[config.mk]
export PLATFORM = sky130hd
export DESIGN_NAME = button_click_hold_classifier
export DESIGN_NICKNAME = d
export VERILOG_FILES = /design/src/rtl/bchc_pkg.sv /design/src/rtl/button_click_hold_classifier.sv /design/src/rtl/bchc_cfg.sv /design/src/rtl/bchc_core.sv /design/src/rtl/bchc_out.sv
export SDC_FILE = /design/constraint.sdc
export NUM_CORES = 1
export LEC_CHECK = 0
export BUFFER_PORTS_ARGS = -buffer_cell sky130_fd_sc_hd__clkbuf_2
export CORE_MARGIN = 2
export CORE_UTILIZATION = 50
export DETAILED_ROUTE_END_ITERATION = 7
export GPL_TIMING_DRIVEN = 0
export MAX_ROUTING_LAYER = met4
export PLACE_DENSITY = 0.68
export SETUP_SLACK_MARGIN = 0.15
export SLEW_MARGIN = 20
export SYNTH_ARGS = -nofsm -noshare
export SYNTH_HDL_FRONTEND = slang
export SYNTH_SLANG_ARGS = --single-unit
[constraint.sdc]
create_clock -name i_clk -period 30.5 [get_ports i_clk]
set_input_delay 3.05 -clock i_clk [delete_from_list [all_inputs] [get_ports i_clk]]
set_output_delay 3.05 -clock i_clk [all_outputs]
set_load 0.02 [all_outputs]
[src/rtl/bchc_pkg.sv]
// Shared types, constants and register codes for the button click/hold classifier.
package bchc_pkg;

    localparam int TIME_BITS_DEF  = 32;
    localparam int MAX_CLICKS_DEF = 3;

    localparam int CFG_BITS  = 16;
    localparam int APB_DBITS = 32;
    localparam int APB_ABITS = 4;
    localparam int OUT_TBITS = 32;
    localparam int CODE_BITS = 3;

    // Register indexes (paddr[3:2])
    localparam logic [1:0] REG_DEBOUNCE   = 2'd0;
    localparam logic [1:0] REG_CLICK_GAP  = 2'd1;
    localparam logic [1:0] REG_HOLD       = 2'd2;
    localparam logic [1:0] REG_HOLD_MIN   = 2'd3;

    localparam logic [CFG_BITS-1:0] DEBOUNCE_RST  = 16'd50;
    localparam logic [CFG_BITS-1:0] CLICK_GAP_RST = 16'd200;
    localparam logic [CFG_BITS-1:0] HOLD_RST      = 16'd1000;
    localparam logic [CFG_BITS-1:0] HOLD_MIN_RST  = 16'd500;

    // Event codes
    localparam logic [CODE_BITS-1:0] EV_NONE   = 3'd0;
    localparam logic [CODE_BITS-1:0] EV_HOLD   = 3'd4;

    typedef struct packed {
        logic [CFG_BITS-1:0] debounce_ms;
        logic [CFG_BITS-1:0] click_gap_ms;
        logic [CFG_BITS-1:0] hold_ms;
        logic [CFG_BITS-1:0] hold_report_min_ms;
    } t_cfg;

    typedef struct packed {
        logic [CODE_BITS-1:0] event_code;
        logic [OUT_TBITS-1:0] hold_duration_ms;
        logic                 hold_duration_updated;
    } t_result;

endpackage

[src/rtl/button_click_hold_classifier.sv]
// Top level of the debounced button single/double/triple click and hold classifier.
// A poll beat accepted at a clock edge shows its result beat right after that edge.
// Throughput: one poll per cycle while the sink keeps up; the result register frees as the sink
// takes its beat, so input and output beats can move on every cycle.
// Reset (i_rst_n low, synchronous): clears button state, output valid, and reloads
// the configuration registers with 50, 200, 1000 and 500 ms.
module button_click_hold_classifier
    import bchc_pkg::*;
#(
    parameter int TIME_BITS  = TIME_BITS_DEF,
    parameter int MAX_CLICKS = MAX_CLICKS_DEF
)
(
    input  logic                 i_clk,
    input  logic                 i_rst_n,
    // APB configuration port
    input  logic                 psel,
    input  logic                 penable,
    input  logic                 pwrite,
    input  logic [APB_ABITS-1:0] paddr,
    input  logic [APB_DBITS-1:0] pwdata,
    output logic [APB_DBITS-1:0] prdata,
    output logic                 pready,
    // poll input channel
    input  logic                 i_valid,
    output logic                 o_ready,
    input  logic                 i_pin_level,
    input  logic [31:0]          i_now_ms,
    // result channel
    output logic                 o_valid,
    input  logic                 i_ready,
    output logic [2:0]           o_event_code,
    output logic [31:0]          o_hold_duration_ms,
    output logic                 o_hold_duration_updated
);

    t_cfg    w_cfg;
    t_result w_core_result;
    t_result w_out_result;
    logic    w_can_load;
    logic    w_accept;

    // Take a poll beat whenever the result register is free or draining this cycle.
    assign o_ready  = w_can_load;
    assign w_accept = i_valid && w_can_load;

    bchc_cfg u_cfg (
        .i_clk   (i_clk),
        .i_rst_n (i_rst_n),
        .psel    (psel),
        .penable (penable),
        .pwrite  (pwrite),
        .paddr   (paddr),
        .pwdata  (pwdata),
        .prdata  (prdata),
        .pready  (pready),
        .o_cfg   (w_cfg)
    );

    // All time differences wrap at TIME_BITS; drop the upper timestamp bits here.
    bchc_core #(
        .TIME_BITS  (TIME_BITS),
        .MAX_CLICKS (MAX_CLICKS)
    ) u_core (
        .i_clk       (i_clk),
        .i_rst_n     (i_rst_n),
        .i_accept    (w_accept),
        .i_pin_level (i_pin_level),
        .i_now       (i_now_ms[TIME_BITS-1:0]),
        .i_cfg       (w_cfg),
        .o_result    (w_core_result)
    );

    // Hold the finished result beat until the sink takes it.
    bchc_out u_out (
        .i_clk      (i_clk),
        .i_rst_n    (i_rst_n),
        .i_load     (i_valid),
        .i_result   (w_core_result),
        .i_ready    (i_ready),
        .o_valid    (o_valid),
        .o_can_load (w_can_load),
        .o_result   (w_out_result)
    );

    assign o_event_code            = w_out_result.event_code;
    assign o_hold_duration_ms      = w_out_result.hold_duration_ms;
    assign o_hold_duration_updated = w_out_result.hold_duration_updated;

endmodule

[src/rtl/bchc_cfg.sv]
// APB configuration register bank for the button click/hold classifier.
module bchc_cfg
    import bchc_pkg::*;
(
    input  logic                 i_clk,
    input  logic                 i_rst_n,
    input  logic                 psel,
    input  logic                 penable,
    input  logic                 pwrite,
    input  logic [APB_ABITS-1:0] paddr,
    input  logic [APB_DBITS-1:0] pwdata,
    output logic [APB_DBITS-1:0] prdata,
    output logic                 pready,
    output t_cfg                 o_cfg
);

    t_cfg r_cfg;
    logic w_wr;
    logic [1:0] w_idx;

    assign pready = 1'b1;
    assign w_wr   = psel && penable && pwrite;
    assign w_idx  = paddr[3:2];

    always_ff @(posedge i_clk) begin
        if (!i_rst_n) begin
            r_cfg.debounce_ms        <= DEBOUNCE_RST;
            r_cfg.click_gap_ms       <= CLICK_GAP_RST;
            r_cfg.hold_ms            <= HOLD_RST;
            r_cfg.hold_report_min_ms <= HOLD_MIN_RST;
        end else if (w_wr) begin
            case (w_idx)
                REG_DEBOUNCE:  r_cfg.debounce_ms        <= pwdata[CFG_BITS-1:0];
                REG_CLICK_GAP: r_cfg.click_gap_ms       <= pwdata[CFG_BITS-1:0];
                REG_HOLD:      r_cfg.hold_ms            <= pwdata[CFG_BITS-1:0];
                REG_HOLD_MIN:  r_cfg.hold_report_min_ms <= pwdata[CFG_BITS-1:0];
                default: ;
            endcase
        end
    end

    always_comb begin
        case (w_idx)
            REG_DEBOUNCE:  prdata = APB_DBITS'(r_cfg.debounce_ms);
            REG_CLICK_GAP: prdata = APB_DBITS'(r_cfg.click_gap_ms);
            REG_HOLD:      prdata = APB_DBITS'(r_cfg.hold_ms);
            REG_HOLD_MIN:  prdata = APB_DBITS'(r_cfg.hold_report_min_ms);
            default:       prdata = '0;
        endcase
    end

    assign o_cfg = r_cfg;

endmodule

[src/rtl/bchc_core.sv]
// Button state registers and the per-poll debounce, click and hold update.
module bchc_core
    import bchc_pkg::*;
#(
    parameter int TIME_BITS  = TIME_BITS_DEF,
    parameter int MAX_CLICKS = MAX_CLICKS_DEF
)
(
    input  logic                 i_clk,
    input  logic                 i_rst_n,
    input  logic                 i_accept,
    input  logic                 i_pin_level,
    input  logic [TIME_BITS-1:0] i_now,
    input  t_cfg                 i_cfg,
    output t_result              o_result
);

    localparam logic [1:0] MAX_TALLY = 2'(MAX_CLICKS);

    logic [TIME_BITS-1:0] r_last_change, n_last_change;
    logic [TIME_BITS-1:0] r_hold_start,  n_hold_start;
    logic [TIME_BITS-1:0] r_rec_len,     n_rec_len;
    logic                 r_press_pending, n_press_pending;
    logic                 r_button_down,   n_button_down;
    logic                 r_arm_hold,      n_arm_hold;
    logic [1:0]           r_tally,         n_tally;

    logic [TIME_BITS-1:0] w_el_first, w_el_second, w_len;
    logic [TIME_BITS-1:0] w_lc_mid;
    logic                 w_bd_mid;
    logic [CODE_BITS-1:0] w_code;
    logic                 w_upd;

    always_comb begin
        n_last_change   = r_last_change;
        n_hold_start    = r_hold_start;
        n_rec_len       = r_rec_len;
        n_press_pending = r_press_pending;
        n_button_down   = r_button_down;
        n_arm_hold      = r_arm_hold;
        n_tally         = r_tally;
        w_code          = EV_NONE;
        w_upd           = 1'b0;
        w_el_first      = i_now - r_last_change;
        w_len           = i_now - r_hold_start;
        w_lc_mid        = r_last_change;
        w_bd_mid        = r_button_down;
        w_el_second     = '0;

        if (!i_pin_level) begin
            if (!r_press_pending && r_button_down &&
                w_el_first > TIME_BITS'(i_cfg.debounce_ms)) begin
                // end of a press: record hold length if long enough
                n_last_change = i_now;
                if (w_len > TIME_BITS'(i_cfg.hold_report_min_ms)) begin
                    n_rec_len = w_len;
                    w_upd     = 1'b1;
                end
                n_button_down = 1'b0;
                n_arm_hold    = 1'b1;
            end else begin
                if (r_press_pending && r_button_down) begin
                    w_lc_mid        = i_now;
                    n_press_pending = 1'b0;
                    if (r_tally < MAX_TALLY) begin
                        n_tally = r_tally + 2'd1;
                    end
                end
                n_last_change = w_lc_mid;
                w_el_second   = i_now - w_lc_mid;
                if (w_el_second > TIME_BITS'(i_cfg.click_gap_ms)) begin
                    w_code  = CODE_BITS'(n_tally);
                    n_tally = 2'd0;
                end
            end
        end else begin
            if (!r_button_down && w_el_first > TIME_BITS'(i_cfg.debounce_ms)) begin
                w_lc_mid        = i_now;
                w_bd_mid        = 1'b1;
                n_press_pending = 1'b1;
            end
            n_last_change = w_lc_mid;
            n_button_down = w_bd_mid;
            w_el_second   = i_now - w_lc_mid;
            if (w_bd_mid && w_el_second > TIME_BITS'(i_cfg.hold_ms)) begin
                if (r_arm_hold) begin
                    n_arm_hold   = 1'b0;
                    n_hold_start = i_now;
                end
                n_last_change   = i_now;
                n_press_pending = 1'b0;
                n_tally         = 2'd0;
                w_code          = EV_HOLD;
            end else if (r_arm_hold) begin
                n_arm_hold   = 1'b0;
                n_hold_start = i_now;
            end
        end
    end

    always_ff @(posedge i_clk) begin
        if (!i_rst_n) begin
            r_last_change   <= '0;
            r_hold_start    <= '0;
            r_rec_len       <= '0;
            r_press_pending <= 1'b0;
            r_button_down   <= 1'b0;
            r_arm_hold      <= 1'b1;
            r_tally         <= 2'd0;
        end else if (i_accept) begin
            r_last_change   <= n_last_change;
            r_hold_start    <= n_hold_start;
            r_rec_len       <= n_rec_len;
            r_press_pending <= n_press_pending;
            r_button_down   <= n_button_down;
            r_arm_hold      <= n_arm_hold;
            r_tally         <= n_tally;
        end
    end

    assign o_result.event_code            = w_code;
    assign o_result.hold_duration_ms      = OUT_TBITS'(n_rec_len);
    assign o_result.hold_duration_updated = w_upd;

    a_pending_needs_down: assert property (@(posedge i_clk) disable iff (!i_rst_n)
        r_press_pending |-> r_button_down)
        else $error("press pending without button down");

    a_tally_bound: assert property (@(posedge i_clk) disable iff (!i_rst_n)
        r_tally <= MAX_TALLY)
        else $error("click tally above limit");

    a_update_no_event: assert property (@(posedge i_clk) disable iff (!i_rst_n)
        (i_accept && w_upd) |-> (w_code == EV_NONE))
        else $error("hold length recorded together with an event");

    a_hold_when_down: assert property (@(posedge i_clk) disable iff (!i_rst_n)
        (i_accept && w_code == EV_HOLD) |=> (r_button_down && !r_arm_hold))
        else $error("hold event without an armed hold in progress");

endmodule

[src/rtl/bchc_out.sv]
// Result register stage that holds one result beat until the sink takes it.
module bchc_out
    import bchc_pkg::*;
(
    input  logic    i_clk,
    input  logic    i_rst_n,
    input  logic    i_load,
    input  t_result i_result,
    input  logic    i_ready,
    output logic    o_valid,
    output logic    o_can_load,
    output t_result o_result
);

    logic    r_valid;
    t_result r_result;

    assign o_can_load = !r_valid || i_ready;

    always_ff @(posedge i_clk) begin
        if (!i_rst_n) begin
            r_valid <= 1'b0;
        end else if (o_can_load) begin
            r_valid <= i_load;
        end
    end

    always_ff @(posedge i_clk) begin
        if (i_load && o_can_load) begin
            r_result <= i_result;
        end
    end

    assign o_valid  = r_valid;
    assign o_result = r_result;

endmodule

==> run_results.csv <==
group,metric,value,unit
status,status,"complete, but fails checks",
status,violations,"DRC",
clock_network,cts-resized-gates,0,
floorplanning,num_rows,69,
synthesis,synth.distinct_cells,89,
clock_network,clkTransAtPathRegs,0.06,ns
route,first_iter_violations,1368,
route,drt-total-wl,58200,µm
setup_path,rrSetupSlack,18.03,ns
sta,post-route-min-period,14.98,ns
synthesis,synth_top_area_share,18.3,%
sta,finalCritPeriodShare,49.1,%
clock_network,cts_tree,"done",
synthesis,synthArstFlopShare,0,%
setup_path,worstSetupEndpointType,"flip-flop",
synthesis,ys_ff_latch,202,
setup_path,setup.worst_path.class,"input pin to flip-flop",
floorplanning,io_pins,147,
setup_path,cp_common_cell,"a21o_1",
sta,setup_tns,0,ns
clock_network,clk_latency,0.57,ns
clock_network,clk_path_buf_depth,3,
placed_design,placement.io_buffers,111,
setup_path,cpPeakStageDelay,0.51,ns
sta,rsz0062_at_grt,"false",
clock_network,root_buffer,"clkbuf_16",
synthesis,syn_avg_cell_area,7.91,µm²
floorplanning,die_h,194,µm
sta,fin_worst_skew,0.0282,ns
placed_design,place_congestion,0.987,
clock_network,postCtsSetupRepairBufs,0,
route,drt-vias-per-instance,5.96,
sta,slew_headroom,33.2,%
synthesis,syn_inst,2292,
synthesis,synth.cell_area,18100,µm²
power,peakVddDrop,39.1,µV
clock_network,hold_buffers,0,
grt,grt_pass1_vias,16200,
setup_path,cp_max_fo,10,
route,wl_per_cell,19.9,µm
synthesis,synth_warnings,0,
synthesis,ys.flop_type,"dfxtp_1",
run,cap_violations,0,
clock_network,cts_sinks,202,
route,vias,17400,
setup_path,start_kind,"input pin",
placed_design,place_ws,15.31,ns
sta,setup_viol,0,
synthesis,synth_edf_count,36,
placed_design,place_area,19300,µm²
grt,track_usage,30.8,%
floorplanning,start_util,50.9,%
power,power_density,45.7,nW/µm²
finish,area_delta_synth_final,11.0,%
clock_network,htreeDepth,1,
synthesis,ys_seq_area_share,24.3,%
worst_hold_path,hp-class,"flip-flop to flip-flop",
route,final_antenna_net_count,0,
route,first_pass_iters,8,
grt,grt_first_pass_wirelength,89300,µm
grt,grt.overflow.total,0,
placed_design,dp_hpwl,47500,µm
floorplanning,core,35700,µm²
floorplanning,die_w,194,µm
finish,fin_nets,2710,
finish,nFillCells,3383,
finish,multi_input_area,12500,µm²
sta,fmax,66.8,MHz
sta,setup_ws,15.52,ns
setup_path,required,30.93,ns
setup_path,critPathSlowestCell,"nor4_1",
synthesis,synth_top_area_cell,"dfxtp_1",
route,drc,9,
sta,hold_viol,0,
finish,final_design_area_no_fill,20100,µm²
finish,drive_above_1_share,11.1,%
power,power.leakage,8.68,nW
sta,tightest_slew,0.994,ns
sta,final_max_slew_viol_count,0,
floorplanning,die-area,37800,µm²
grt,antenna_found_initial,2,
clock_network,cts_buffers,25,
grt,grt_max_degree,46,
synthesis,ys_top_cells_by_area,"dfxtp_1, ha_1, nand2_1",
setup_path,crit_arrival,15.41,ns
finish,regArea,4400,µm²
cells in the mapped netlist, types with 8 or more instances:
cell type and n:
buf_1 8, or3_1 10, inv_1 168, a21oi_1 182
o22ai_1 12, nor4_1 9, mux4_2 16, dfxtp_1 166
ha_1 185, and3_1 42, xnor2_1 55, mux2i_1 66
o21ai_0 83, a211oi_1 16, o31ai_1 9, o21bai_1 25
o211ai_1 33, o221ai_2 11, a21o_1 55, a21boi_0 87
buf_4 22, a31oi_1 12, o221ai_1 16, o21a_1 28
nand2_1 343, nor2_1 147, clkbuf_1 71, nand2b_1 35
and2_1 8, nor3_1 30, nand3_1 39, nand4_1 27
mux2_2 28, nor2b_1 52, edfxtp_1 36, xor2_1 34
sequential cells by signal (all words and copies together) (netlist names):
signal,cells
u_out.o_result,36
u_core.r_tally,2
u_core.r_button_down,1
u_out.o_valid,1
u_core.r_hold_start,32
u_core.r_arm_hold,1
u_cfg.o_cfg,64
u_core.r_press_pending,1
u_core.r_last_change,32
u_core.r_rec_len,32
per-stage QoR:
stage	hold WS, ns	util (%)	power [mW]	std cells
after floorplan	0.431	-	0.536	2307
after global placement	0.438	54.2	0.618	2879
after detailed placement	0.446	54.2	0.625	2879
after CTS	0.454	56.4	0.918	2925
after global routing	0.481	56.5	0.968	2927
final	0.455	56.5	0.919	2927
path summary, 6_finish.rpt:
path,from,end,depth (start not counted)
worst max-delay path,i_now_ms[0],u_core.r_last_change[14]$_SDFFE_PN0P_,57
worst max register to register,u_core.r_last_change[4]$_SDFFE_PN0P_,u_core.r_last_change[14]$_SDFFE_PN0P_,55
worst min-delay path,u_core.r_last_change[21]$_SDFFE_PN0P_,u_core.r_last_change[21]$_SDFFE_PN0P_,2
worst min register to register,u_core.r_last_change[21]$_SDFFE_PN0P_,u_core.r_last_change[21]$_SDFFE_PN0P_,2
area by class of cell:
class / instances / share of cell area (%)
antenna: 2 / 0.0249
buffer: 116 / 3.06
clock buffer: 32 / 3.34
clock inverter: 14 / 0.628
inverter: 169 / 3.15
multi-input combinational: 1820 / 62.3
sequential: 202 / 21.9
tap: 461 / 2.87
timing repair buffer: 111 / 2.76
report_power, final:
group          switching (mW)  internal, mW  total, mW
Sequential            0.00668         0.283      0.289
Combinational           0.207         0.129      0.336
Clock                   0.128         0.166      0.294
Total                   0.341         0.578      0.919
critical path, delay by kind of cell:
kind,cells,cell delay [ns]
AND/OR/NAND/NOR,18,3.64
AO/OA/AOI/OAI,24,5.12
adder cells (fa/ha/maj),5,1.58
XOR/XNOR,1,0.15
buffers and inverters,9,1.83
logic make-up (layout without fill, tap and decap cells):
| logic type | count (synthesis) | count (layout) | share of synthesized area (%) |
|---|---|---|---|
| AO/OA/AOI/OAI | 641 | 641 | 24.0 |
| XOR/XNOR | 89 | 89 | 4.30 |
| adder cells (fa/ha/maj) | 189 | 189 | 13.2 |
| buffers and inverters | 285 | 442 | 6.88 |
| flip-flops | 202 | 202 | 24.3 |
| multiplexers | 112 | 112 | 7.49 |
| other | 2 | 19 | 0.0414 |
| AND/OR/NAND/NOR | 772 | 772 | 19.8 |
per-layer routing:
metal | vias to the layer above | global-route usage [%] | routed length, µm
li1 | 8463 | - | -
met1 | 8168 | 41.4 | 25500
met2 | 718 | 48.0 | 25800
met3 | 100 | 4.60 | 5260
met4 | 0 | 8.92 | 1670
met5 | - | - | 0
cell usage in the layout (no fill, tap or decap), types with 16 or more instances in the layout:
| cell type | n |
|---|---|
| o21a_1 | 28 |
| nor2_1 | 147 |
| xnor2_1 | 55 |
| mux4_2 | 16 |
| nor2b_1 | 52 |
| buf_4 | 22 |
| nand2b_1 | 35 |
| o211ai_1 | 33 |
| xor2_1 | 34 |
| inv_1 | 168 |
| a21oi_1 | 182 |
| a21boi_0 | 87 |
| conb_1 | 17 |
| clkbuf_16 | 25 |
| o21bai_1 | 25 |
| and3_1 | 42 |
| nor3_1 | 29 |
| ha_1 | 185 |
| nand4_1 | 27 |
| mux2_2 | 28 |
| o221ai_1 | 16 |
| mux2i_1 | 66 |
| nand2_1 | 343 |
| clkbuf_2 | 113 |
| nand3_1 | 39 |
| o21ai_0 | 83 |
| clkbuf_1 | 75 |
| a211oi_1 | 16 |
| a21o_1 | 55 |
| dfxtp_1 | 166 |
| edfxtp_1 | 36 |
Note: power is estimated with default switching activity, not from simulation.
